$ cat src/rtl/core/hbsf_pkg.sv
// Shared constants and helper functions of the header block substring filter.
package hbsf_pkg;

	// Configuration register indexes.
	localparam int CFG_INDEX_W = 3;
	localparam logic [CFG_INDEX_W-1:0] CFG_CASE_FOLD   = 3'd0;
	localparam logic [CFG_INDEX_W-1:0] CFG_PATTERN_LEN = 3'd1;
	localparam logic [CFG_INDEX_W-1:0] CFG_PATTERN_W0  = 3'd2;
	localparam logic [CFG_INDEX_W-1:0] CFG_PATTERN_W1  = 3'd3;
	localparam logic [CFG_INDEX_W-1:0] CFG_PATTERN_W2  = 3'd4;
	localparam logic [CFG_INDEX_W-1:0] CFG_PATTERN_W3  = 3'd5;

	localparam int CFG_DATA_W    = 64;
	localparam int PAT_WORDS     = 4;
	localparam int PAT_LEN_W     = 6;

	localparam logic [7:0] CHAR_NEWLINE = 8'h0A;
	localparam logic [7:0] CHAR_NUL     = 8'h00;

	typedef logic [7:0] byte_t;
	typedef logic [2:0] line_pos_t;

	// Expected byte at each of the four places of the record header "BSS ".
	function automatic byte_t header_char(input logic [1:0] pos);
		byte_t ch;
		case (pos)
			2'd0: ch = 8'h42;
			2'd1: ch = 8'h53;
			2'd2: ch = 8'h53;
			2'd3: ch = 8'h20;
			default: ch = 8'h20;
		endcase
		return ch;
	endfunction

	// ASCII lower-case folding, applied only when case is ignored.
	function automatic byte_t fold(input byte_t ch, input logic fold_en);
		byte_t res;
		res = ch;
		if (fold_en && (ch inside {[8'h41:8'h5A]})) begin
			res = ch + 8'd32;
		end
		return res;
	endfunction

endpackage

$ cat src/rtl/core/hbsf_ifs.sv
// Channel interfaces of the header block substring filter: text in, results out, configuration.
interface hbsf_byte_if;
	logic              valid;
	logic              ready;
	hbsf_pkg::byte_t   data_byte;
	logic              stream_end;

	modport source (output valid, output data_byte, output stream_end, input ready);
	modport sink   (input valid, input data_byte, input stream_end, output ready);
endinterface

interface hbsf_result_if #(
	parameter int LENGTH_BITS = 20
);
	logic                   valid;
	logic                   ready;
	logic                   record_kept;
	logic [LENGTH_BITS-1:0] record_length;
	logic                   separator_needed;
	logic                   final_result;
	logic                   any_record_kept;

	modport source (output valid, output record_kept, output record_length,
		output separator_needed, output final_result, output any_record_kept, input ready);
	modport sink   (input valid, input record_kept, input record_length,
		input separator_needed, input final_result, input any_record_kept, output ready);
endinterface

interface hbsf_cfg_if;
	logic                                   valid;
	logic                                   ready;
	logic [hbsf_pkg::CFG_INDEX_W-1:0]       index;
	logic [hbsf_pkg::CFG_DATA_W-1:0]        data;

	modport source (output valid, output index, output data, input ready);
	modport sink   (input valid, input index, input data, output ready);
endinterface

$ cat src/rtl/core/header_block_substring_filter.sv
// Top level of the header block substring filter: record splitting, shift-and search, result queue.
//
// The block takes a text stream one byte per beat and splits it into lines ending in a newline.
// A line starting with "BSS " opens a record; bytes ahead of the first such line belong to no
// record. Every line is searched for the configured pattern (up to PATTERN_MAX bytes, optional
// ASCII case folding) with a shift-and match vector that is cleared at each line start; a NUL
// byte hides the rest of its line from both matching and counting, and an empty pattern matches
// any line with at least one byte. Each time a header is confirmed, at its fourth byte, and on
// the stream_end beat, one result beat describes the record that has just closed: keep decision,
// saturating byte length, separator flag and running any-kept flag. The stream_end beat returns
// all record state to its reset value while the configuration registers keep their contents.
// Rate: one byte beat per clock cycle while input is not stalled. An accepted beat is registered
// in the input stage, the whole per-byte update (header compare, PATTERN_MAX parallel byte
// compares, shift-and step and length adders) runs in the following cycle, and a result is
// written into a four-entry result queue whose head drives the output. The queue lets input
// continue while results wait; input stalls only when the queue plus the input stage would hold
// more than four beats. No clearing pass follows reset. Configuration writes are always accepted
// and must only be made while the block is idle.
module header_block_substring_filter #(
	parameter int PATTERN_MAX = 32,
	parameter int LENGTH_BITS = 20
) (
	input  logic clk,
	input  logic arst_n,
	hbsf_byte_if.sink                                text_in,
	hbsf_result_if.source                            result_out,
	hbsf_cfg_if.sink                                 cfg
);

	localparam logic [LENGTH_BITS-1:0] LEN_MAX = {LENGTH_BITS{1'b1}};
	localparam int RES_W       = LENGTH_BITS + 4;
	localparam int QUEUE_DEPTH = 4;
	localparam int QPTR_W      = $clog2(QUEUE_DEPTH);

	// Configuration registers.
	logic                                                   case_fold_q;
	logic [hbsf_pkg::PAT_LEN_W-1:0]                         pattern_len_q;
	logic [hbsf_pkg::PAT_WORDS-1:0][hbsf_pkg::CFG_DATA_W-1:0] pattern_q;

	// Input stage.
	logic            valid_s1;
	hbsf_pkg::byte_t data_s1;
	logic            end_s1;

	// Record and line state.
	logic                   active_q;
	logic                   matched_q;
	logic                   line_hit_q;
	hbsf_pkg::line_pos_t    pos_q;
	logic                   prefix_ok_q;
	logic                   after_nul_q;
	logic [PATTERN_MAX-1:0] pmv_q;
	logic [LENGTH_BITS-1:0] len_before_q;
	logic [LENGTH_BITS-1:0] len_line_q;
	logic                   kept_so_far_q;

	logic                   active_n;
	logic                   matched_n;
	logic                   line_hit_n;
	hbsf_pkg::line_pos_t    pos_n;
	logic                   prefix_ok_n;
	logic                   after_nul_n;
	logic [PATTERN_MAX-1:0] pmv_n;
	logic [LENGTH_BITS-1:0] len_before_n;
	logic [LENGTH_BITS-1:0] len_line_n;
	logic                   kept_so_far_n;

	// Result produced in this cycle.
	logic                   emit;
	logic [RES_W-1:0]       res_word;

	// Result queue.
	logic [RES_W-1:0]       queue_q [QUEUE_DEPTH];
	logic [QPTR_W-1:0]      wr_ptr_q;
	logic [QPTR_W-1:0]      rd_ptr_q;
	logic [QPTR_W:0]        count_q;
	logic                   push;
	logic                   pop;

	// Matching helpers.
	logic [hbsf_pkg::PAT_LEN_W-1:0] used_len;
	hbsf_pkg::byte_t                folded_char;
	logic [PATTERN_MAX-1:0]         match_bits;
	logic [PATTERN_MAX-1:0]         last_mask;
	logic [PATTERN_MAX-1:0]         pmv_step;
	logic [LENGTH_BITS:0]           commit_sum;
	logic [LENGTH_BITS-1:0]         commit_len;

	// ------------------------------------------------------------------
	// Configuration port: always ready, writes beyond the list are dropped.
	// ------------------------------------------------------------------
	assign cfg.ready = 1'b1;

	always_ff @(posedge clk or negedge arst_n) begin
		if (!arst_n) begin
			case_fold_q   <= 1'b0;
			pattern_len_q <= '0;
			pattern_q     <= '0;
		end else if (cfg.valid) begin
			case (cfg.index)
				hbsf_pkg::CFG_CASE_FOLD:   case_fold_q   <= cfg.data[0];
				hbsf_pkg::CFG_PATTERN_LEN: pattern_len_q <= cfg.data[hbsf_pkg::PAT_LEN_W-1:0];
				hbsf_pkg::CFG_PATTERN_W0:  pattern_q[0]  <= cfg.data;
				hbsf_pkg::CFG_PATTERN_W1:  pattern_q[1]  <= cfg.data;
				hbsf_pkg::CFG_PATTERN_W2:  pattern_q[2]  <= cfg.data;
				hbsf_pkg::CFG_PATTERN_W3:  pattern_q[3]  <= cfg.data;
				default: ;
			endcase
		end
	end

	// ------------------------------------------------------------------
	// Input stage. Ready is held back only when the result queue, counting
	// the beat already in the input stage, could overflow.
	// ------------------------------------------------------------------
	assign text_in.ready = ((QPTR_W+2)'(count_q) + (QPTR_W+2)'(valid_s1))
		< (QPTR_W+2)'(QUEUE_DEPTH);

	always_ff @(posedge clk or negedge arst_n) begin
		if (!arst_n) begin
			valid_s1 <= 1'b0;
		end else begin
			valid_s1 <= text_in.valid && text_in.ready;
		end
	end

	always_ff @(posedge clk) begin
		if (text_in.valid && text_in.ready) begin
			data_s1 <= text_in.data_byte;
			end_s1  <= text_in.stream_end;
		end
	end

	// ------------------------------------------------------------------
	// Shift-and match: one compare per pattern place, all in parallel.
	// ------------------------------------------------------------------
	assign used_len = (pattern_len_q > hbsf_pkg::PAT_LEN_W'(PATTERN_MAX))
		? hbsf_pkg::PAT_LEN_W'(PATTERN_MAX) : pattern_len_q;
	assign folded_char = hbsf_pkg::fold(data_s1, case_fold_q);

	for (genvar g = 0; g < PATTERN_MAX; g++) begin : g_place
		assign match_bits[g] = (hbsf_pkg::PAT_LEN_W'(g) < used_len)
			&& (hbsf_pkg::fold(pattern_q[g/8][(g%8)*8 +: 8], case_fold_q) == folded_char);
		assign last_mask[g]  = (used_len == hbsf_pkg::PAT_LEN_W'(g + 1));
	end

	if (PATTERN_MAX > 1) begin : g_shift_wide
		assign pmv_step = {pmv_q[PATTERN_MAX-2:0], 1'b1} & match_bits;
	end else begin : g_shift_one
		assign pmv_step = match_bits;
	end

	// ------------------------------------------------------------------
	// Per-byte state update. Line commit folds the line's length and hit
	// into the open record; header confirmation and stream_end emit the closed record.
	// ------------------------------------------------------------------
	always_comb begin
		active_n      = active_q;
		matched_n     = matched_q;
		line_hit_n    = line_hit_q;
		pos_n         = pos_q;
		prefix_ok_n   = prefix_ok_q;
		after_nul_n   = after_nul_q;
		pmv_n         = pmv_q;
		len_before_n  = len_before_q;
		len_line_n    = len_line_q;
		kept_so_far_n = kept_so_far_q;
		emit          = 1'b0;
		res_word      = '0;
		commit_sum    = '0;
		commit_len    = '0;

		if (valid_s1) begin
			if (end_s1) begin
				// Close the unterminated last line, then report and restart.
				if (pos_q != '0 && active_q) begin
					commit_sum = {1'b0, len_before_q} + {1'b0, len_line_q};
					len_before_n = (commit_sum > {1'b0, LEN_MAX}) ? LEN_MAX
						: commit_sum[LENGTH_BITS-1:0];
					matched_n = matched_q || line_hit_q;
				end
				emit = 1'b1;
				res_word = {active_n && matched_n,
					active_n ? len_before_n : {LENGTH_BITS{1'b0}},
					active_n && matched_n && kept_so_far_q,
					1'b1,
					kept_so_far_q || (active_n && matched_n)};
				active_n      = 1'b0;
				matched_n     = 1'b0;
				len_before_n  = '0;
				kept_so_far_n = 1'b0;
				line_hit_n    = 1'b0;
				pos_n         = '0;
				prefix_ok_n   = 1'b1;
				after_nul_n   = 1'b0;
				pmv_n         = '0;
				len_line_n    = '0;
			end else begin
				if (used_len == '0) begin
					line_hit_n = 1'b1;
				end
				if (!after_nul_q) begin
					if (!pos_q[2]) begin
						if (data_s1 != hbsf_pkg::header_char(pos_q[1:0])) begin
							prefix_ok_n = 1'b0;
						end else if (pos_q == 3'd3 && prefix_ok_q) begin
							emit = 1'b1;
							res_word = {active_q && matched_q,
								active_q ? len_before_q : {LENGTH_BITS{1'b0}},
								active_q && matched_q && kept_so_far_q,
								1'b0,
								kept_so_far_q || (active_q && matched_q)};
							kept_so_far_n = kept_so_far_q || (active_q && matched_q);
							active_n      = 1'b1;
							matched_n     = 1'b0;
							len_before_n  = '0;
						end
					end
					if (data_s1 == hbsf_pkg::CHAR_NUL) begin
						after_nul_n = 1'b1;
					end else begin
						len_line_n = (len_line_q == LEN_MAX) ? LEN_MAX
							: len_line_q + LENGTH_BITS'(1);
						if (used_len != '0) begin
							pmv_n = pmv_step;
							if ((pmv_step & last_mask) != '0) begin
								line_hit_n = 1'b1;
							end
						end
					end
				end
				if (pos_q != 3'd7) begin
					pos_n = pos_q + 3'd1;
				end
				if (data_s1 == hbsf_pkg::CHAR_NEWLINE) begin
					if (active_n) begin
						commit_sum = {1'b0, len_before_n} + {1'b0, len_line_n};
						commit_len = (commit_sum > {1'b0, LEN_MAX}) ? LEN_MAX
							: commit_sum[LENGTH_BITS-1:0];
						len_before_n = commit_len;
						matched_n = matched_n || line_hit_n;
					end
					line_hit_n  = 1'b0;
					pos_n       = '0;
					prefix_ok_n = 1'b1;
					after_nul_n = 1'b0;
					pmv_n       = '0;
					len_line_n  = '0;
				end
			end
		end
	end

	always_ff @(posedge clk or negedge arst_n) begin
		if (!arst_n) begin
			active_q      <= 1'b0;
			matched_q     <= 1'b0;
			line_hit_q    <= 1'b0;
			pos_q         <= '0;
			prefix_ok_q   <= 1'b1;
			after_nul_q   <= 1'b0;
			pmv_q         <= '0;
			len_before_q  <= '0;
			len_line_q    <= '0;
			kept_so_far_q <= 1'b0;
		end else begin
			active_q      <= active_n;
			matched_q     <= matched_n;
			line_hit_q    <= line_hit_n;
			pos_q         <= pos_n;
			prefix_ok_q   <= prefix_ok_n;
			after_nul_q   <= after_nul_n;
			pmv_q         <= pmv_n;
			len_before_q  <= len_before_n;
			len_line_q    <= len_line_n;
			kept_so_far_q <= kept_so_far_n;
		end
	end

	// ------------------------------------------------------------------
	// Result queue. Its head drives the output channel directly.
	// ------------------------------------------------------------------
	assign push = emit;
	assign pop  = result_out.valid && result_out.ready;

	always_ff @(posedge clk or negedge arst_n) begin
		if (!arst_n) begin
			wr_ptr_q <= '0;
			rd_ptr_q <= '0;
			count_q  <= '0;
		end else begin
			if (push) begin
				wr_ptr_q <= wr_ptr_q + QPTR_W'(1);
			end
			if (pop) begin
				rd_ptr_q <= rd_ptr_q + QPTR_W'(1);
			end
			case ({push, pop})
				2'b10:   count_q <= count_q + (QPTR_W+1)'(1);
				2'b01:   count_q <= count_q - (QPTR_W+1)'(1);
				default: count_q <= count_q;
			endcase
		end
	end

	always_ff @(posedge clk) begin
		if (push) begin
			queue_q[wr_ptr_q] <= res_word;
		end
	end

	assign result_out.valid            = (count_q != '0);
	assign result_out.record_kept      = queue_q[rd_ptr_q][RES_W-1];
	assign result_out.record_length    = queue_q[rd_ptr_q][RES_W-2 -: LENGTH_BITS];
	assign result_out.separator_needed = queue_q[rd_ptr_q][2];
	assign result_out.final_result     = queue_q[rd_ptr_q][1];
	assign result_out.any_record_kept  = queue_q[rd_ptr_q][0];

endmodule

$ cat src/flat_wrapper.sv
// flat-port wrapper written by rule: the top's interface ports become plain ports
module header_block_substring_filter_flat 
#(
	parameter int PATTERN_MAX = 32,
	parameter int LENGTH_BITS = 20
)
  (clk, arst_n, text_in_valid, text_in_data_byte, text_in_stream_end, text_in_ready, result_out_valid, result_out_record_kept, result_out_record_length, result_out_separator_needed, result_out_final_result, result_out_any_record_kept, result_out_ready, cfg_valid, cfg_index, cfg_data, cfg_ready);
  hbsf_byte_if text_in_i ();
  hbsf_result_if #(.LENGTH_BITS(LENGTH_BITS)) result_out_i ();
  hbsf_cfg_if cfg_i ();
  input  logic clk;
  input  logic arst_n;
  input wire logic [$bits(text_in_i.valid)-1:0] text_in_valid;
  input wire logic [$bits(text_in_i.data_byte)-1:0] text_in_data_byte;
  input wire logic [$bits(text_in_i.stream_end)-1:0] text_in_stream_end;
  output wire logic [$bits(text_in_i.ready)-1:0] text_in_ready;
  output wire logic [$bits(result_out_i.valid)-1:0] result_out_valid;
  output wire logic [$bits(result_out_i.record_kept)-1:0] result_out_record_kept;
  output wire logic [$bits(result_out_i.record_length)-1:0] result_out_record_length;
  output wire logic [$bits(result_out_i.separator_needed)-1:0] result_out_separator_needed;
  output wire logic [$bits(result_out_i.final_result)-1:0] result_out_final_result;
  output wire logic [$bits(result_out_i.any_record_kept)-1:0] result_out_any_record_kept;
  input wire logic [$bits(result_out_i.ready)-1:0] result_out_ready;
  input wire logic [$bits(cfg_i.valid)-1:0] cfg_valid;
  input wire logic [$bits(cfg_i.index)-1:0] cfg_index;
  input wire logic [$bits(cfg_i.data)-1:0] cfg_data;
  output wire logic [$bits(cfg_i.ready)-1:0] cfg_ready;
  assign text_in_i.valid = text_in_valid;
  assign text_in_i.data_byte = text_in_data_byte;
  assign text_in_i.stream_end = text_in_stream_end;
  assign text_in_ready = text_in_i.ready;
  assign result_out_valid = result_out_i.valid;
  assign result_out_record_kept = result_out_i.record_kept;
  assign result_out_record_length = result_out_i.record_length;
  assign result_out_separator_needed = result_out_i.separator_needed;
  assign result_out_final_result = result_out_i.final_result;
  assign result_out_any_record_kept = result_out_i.any_record_kept;
  assign result_out_i.ready = result_out_ready;
  assign cfg_i.valid = cfg_valid;
  assign cfg_i.index = cfg_index;
  assign cfg_i.data = cfg_data;
  assign cfg_ready = cfg_i.ready;
  header_block_substring_filter #(.PATTERN_MAX(PATTERN_MAX), .LENGTH_BITS(LENGTH_BITS)) u_core (.clk(clk), .arst_n(arst_n), .text_in(text_in_i), .result_out(result_out_i), .cfg(cfg_i));
endmodule
$ cat config.mk
export PLATFORM = sky130hd
export DESIGN_NAME = header_block_substring_filter_flat
export DESIGN_NICKNAME = d
export VERILOG_FILES = /design/src/rtl/core/hbsf_pkg.sv /design/src/rtl/core/hbsf_ifs.sv /design/src/rtl/core/header_block_substring_filter.sv /design/src/flat_wrapper.sv
export SDC_FILE = /design/constraint.sdc
export NUM_CORES = 1
export LEC_CHECK = 0
export CAP_MARGIN = 20
export CORE_MARGIN = 2
export CORE_UTILIZATION = 30
export CTS_BUF_LIST = sky130_fd_sc_hd__clkbuf_8
export DETAILED_ROUTE_END_ITERATION = 8
export DONT_BUFFER_PORTS = 1
export SLEW_MARGIN = 20
export SYNTH_ARGS = -nofsm -noshare
export SYNTH_HDL_FRONTEND = slang
export SYNTH_SLANG_ARGS = --single-unit
$ cat constraint.sdc
create_clock -name clk -period 4.3 [get_ports clk]
set_input_delay 0.645 -clock clk [delete_from_list [all_inputs] [get_ports clk]]
set_output_delay 0.645 -clock clk [all_outputs]
set_load 0.005 [all_outputs]
==> results by stage <==
Logic synthesis:
- The count of warnings emitted by yosys is 0.
- By count the netlist is led by dfrtp_1, mux2_2, nand2_1, xnor2_1, o21ai_0.
- The sequential share of the synthesized area is 0.445.
- The cell area that synthesis handed to floorplanning was around 27,000 um2.
- The flop and latch count out of synthesis is ~460.
- The cell count after synthesis came out at 2,544.
- The dominant synthesized flop cell is dfrtp_1.
- In this run the mean area of a mapped cell was ~11 um2.
- The cell type with the largest total area after synthesis is dfrtp_1.
- The netlist uses 84 different library cells.
- The post-synthesis net count is 2,712.
- The most used standard cell by instance count after synthesis is dfrtp_1.
- The async set or reset register ratio after synthesis is 0.770.
- The number of flops mapped to enable cells by yosys is roughly 110.
- The area share of the largest cell type after synthesis is 0.326.
- By area the synthesized netlist is led by dfrtp_1, edfxtp_1, mux2_2, xnor2_1, ha_1.

Power and ir drop:
- The analysis attributes to net switching a power of roughly 4.8 mW.
- The share of total power dissipated in combinational logic is 0.280.
- The internal power of the cells totals 9.13 mW.
- The overall power is between 10 and 15 mW.
- The share of total power dissipated in sequential elements is 0.427.
- The power density over cell area is between 400 and 500 nW/um2.
- Of the total power, the share spent switching nets is 0.346.
- In this run the static leakage power is around 12 nW.
- The worst voltage drop across the vdd grid is 0.273 mV.
- The portion of total power attributed to the clock network is 0.292.

Setup path:
- The required time at the endpoint of the critical path is 4.84 ns.
- The highest net fanout along the worst path is 11.
- The launching element type of the critical path is a flip-flop.
- The critical path is of the flip-flop to flip-flop type.
- The worst setup path is captured at a flip-flop.
- The worst endpoint data arrival time is roughly 4.6 ns.

Timing:
- Static timing analysis puts the maximum clock frequency at around 0.25 GHz.
- The hold violation total from the final report was 350.
- The worst path in the final design needs a cycle of a little over 4 ns, including I/O delays and setup.
- Setup violations remaining at the end of the flow were counted as 0.
- On the final layout, the worst hold slack is -0.319 ns.
- The clock arrives with around 0.042 ns of skew.
- Headroom to the max-slew limit came out at 0.286.
- The final setup TNS is 0 ns.
- At the pin with the least slew margin, the transition time is approximately 1.1 ns.
- The number of max-slew violations in the final report is 0.
- The post-route fraction of the period consumed by the critical path is 0.944.

Die:
- The floorplan step set the die height to 303 um.
- The I/O pin count is 108.
- In this run the standard cell core region covers roughly 89,000 um2.
- The die is between 300 and 400 um wide.
- The total number of placement rows is 109.
- The area of the die is around 92,000 um2.
- The effective utilization at floorplan is 0.303.

Cells and area:
- The growth of design area from synthesis to finish is 12.6%.
- Counting the fill cells in the layout gives 8,847.
- The net count reported at finish is roughly 2,800.
- The footprint of the flip-flops and latches is 11,900 um2.
- The multi-input combinational cells in the finished layout cover a total of 14,100 um2.
- Of the cells placed in the final design, the portion with a size suffix greater than 1 is 0.199.
- Summing all non-filler instances in the final layout gives an area of just over 30,000 um2.

Global route:
- Across every metal layer, demand over resource in global routing totals 0.166.
- The via count of the first global-routing pass came to about 20,000.
- Entering global routing, the biggest net connects 352 pins.
- For this run, global-route usage on met1 was measured as 0.232.
- The first global-routing pass estimated roughly 120 mm of wire.
- The total congestion overflow after global routing is 0.
- The met3 demand-to-capacity share in global routing is 0.0330.
- The number of antenna violations at the first check in global routing was 10.
- The most crowded layer after global routing is met2.
- For met2 alone, demand over resource in global routing was 0.259.

CTS:
- The source-to-sink clock delay at the later pin of the worst-skew pair is between 0.7 and 0.8 ns.
- The count of hold buffers inserted by post-cts repair is 1.
- The number of clock sinks is 456.
- The longest clock path from root to sink contains 3 buffers.
- The master cell of the clock root buffer is clkbuf_8.
- The clock transition at the registers of the reported paths is 0.06 ns.
- The clock tree synthesis step divided the H-tree into 3 levels.
- The number of CTS-inserted buffers is 80.
- The TritonCTS clock tree is yes.

Placed design:
- Input and output buffers added on the ports amount to 0.
- The congestion estimate from routability-driven global placement came to 0.886.
- Detailed placement finished with a half-perimeter wire length of 52.9 mm.
- In this run the cell area measured after placement is between 20,000 and 30,000 um2.

Route:
- The final layout contains routed wiring with a total length of 75.9 mm.
- The post-detailed-route via-to-cell ratio is 5.21.
- The number of design-rule violations left by the first detailed-router iteration is 1,250.
- The number of routed nets with antenna violations is 0.
- The first-pass detailed-route iteration total is 6.
- The residual DRC count is 0.
- The average wire per standard cell is 19.8 um.
- The number of vias in the routed layout is 19,947.

Hold path:
- The path class of the tightest hold or removal check is primary input to async pin.

Flow run:
- The number of violations of the max-capacitance limit is 0.

Run status:
- The run finished, with violations left.
- The final reports fail on negative hold slack.
==> power groups by stage <==
stage | clock network, mW | logic, mW | registers, mW
floorplan | 0 | 3.08 | 5.74
global placement | 0 | 3.84 | 6.01
detailed placement | 0 | 3.90 | 6.03
CTS | 4.20 | 3.93 | 5.96
global route | 4.39 | 4.34 | 6.09
finish | 4.08 | 3.91 | 5.97
==> path summary, 6_finish.rpt <==
path,from,end,slack (ns),cells past startpoint
setup / recovery,u_core.data_s1[0]$_DFFE_PP_,u_core.len_before_q[9]$_DFFE_PN0P_,0.24,16
hold / removal,arst_n,u_core.pattern_q[19]$_DFFE_PN0P_,-0.32,0
setup reg to reg,u_core.data_s1[0]$_DFFE_PP_,u_core.len_before_q[9]$_DFFE_PN0P_,0.24,16
hold reg to reg,u_core.pmv_q[7]$_DFFE_PN0P_,u_core.pmv_q[7]$_DFFE_PN0P_,0.48,2
max in group asynchronous,arst_n,u_core.case_fold_q$_DFFE_PN0P_,4.03,0
min in group clk,cfg_data[45],u_core.pattern_q[173]$_DFFE_PN0P_,0.06,2
==> cell type report <==
| cell class | count | area share |
|---|---|---|
| Antenna cell | 3 | 0.000248 |
| Clock buffer | 99 | 0.0451 |
| Clock inverter | 48 | 0.00873 |
| Inverter | 90 | 0.0112 |
| Multi-Input combinational cell | 1879 | 0.468 |
| Sequential cell | 456 | 0.395 |
| Tap cell | 1165 | 0.0482 |
| Timing Repair Buffer | 87 | 0.0233 |
==> registers in the layout, summed over array words and instances, names as in the netlist, 2 cells and up <==
register	flops
u_core.pattern_q	256
u_core.queue_q	96
u_core.pmv_q	31
u_core.len_before_q	20
u_core.len_line_q	20
u_core.data_s1	8
u_core.pattern_len_q	6
u_core.count_q	3
u_core.pos_q	3
u_core.rd_ptr_q	2
u_core.wr_ptr_q	2
==> worst max-delay path, cell delays in order (launching register included) <==
cell and delay (ns):
edfxtp_1 0.46, nor3_4 0.27, a31oi_4 0.15, and2_0 0.23
and3_1 0.24, nand2_4 0.13, buf_4 0.16, nand2_1 0.06
ha_1 0.37, a2111oi_1 0.66, nand2b_4 0.09, a221oi_2 0.35
o21a_1 0.23, o21ai_4 0.12, buf_4 0.19, o21ai_0 0.15
nand2_1 0.07
==> metrics by stage <==
| stage | utilization | hold WS, ns | cells | worst slack, ns |
|---|---|---|---|---|
| CTS | 0.341 | -0.372 | 3822 | 0.0903 |
| global placement | 0.322 | 0.392 | 3674 | 0.0478 |
| floorplan | - | 0.349 | 2544 | 0.0343 |
| detailed placement | 0.322 | 0.388 | 3674 | -0.0111 |
| finish | 0.341 | -0.319 | 3827 | 0.243 |
| global route | 0.341 | -0.379 | 3825 | -0.0258 |
==> cell families (layout without fill, tap and decap cells) <==
group	after synthesis	in the layout	share of synthesized area
simple gates	706	706	0.134
compound gates	520	520	0.128
flops	456	456	0.445
xor+xnor	289	289	0.0943
mux	276	276	0.125
buf+inv	209	324	0.0319
fa+ha+maj	87	87	0.0414
other cells	1	4	0.000140
==> cells in the final DEF (no fill, tap or decap), types with 16 or more instances in the layout <==
| cell type | n |
|---|---|
| o21ai_0 | 132 |
| mux2_2 | 237 |
| o21ai_1 | 17 |
| nand4_1 | 42 |
| xor2_1 | 111 |
| ha_1 | 83 |
| clkbuf_8 | 99 |
| a31oi_1 | 42 |
| nor2_1 | 86 |
| nor2b_1 | 50 |
| nand2b_1 | 21 |
| a21o_1 | 30 |
| mux4_2 | 24 |
| o211ai_1 | 17 |
| dfrtp_1 | 348 |
| and3_1 | 26 |
| edfxtp_1 | 105 |
| nand3_1 | 52 |
| a21oi_1 | 94 |
| xnor2_1 | 178 |
| nor4_1 | 30 |
| nor3_1 | 58 |
| inv_1 | 110 |
| buf_4 | 82 |
| nand2_1 | 227 |
| or4_1 | 28 |
| o2111ai_1 | 16 |
| o21a_1 | 32 |
==> metal layers <==
metal,vias to the layer above,routed length (um)
met3,109,4740
met4,4,1730
met5,-,22
li1,9422,-
met2,537,34100
met1,9875,35300
==> timing repair <==
item / 4_1_cts / 5_1_grt
setup buffers: 0 / 2
pin swaps: 0 / 5
hold endpoints to repair: 352 / 351
gates resized for setup: 1 / 10
setup endpoints to repair: 8 / 19
Note: power is estimated with default switching activity, not from simulation.
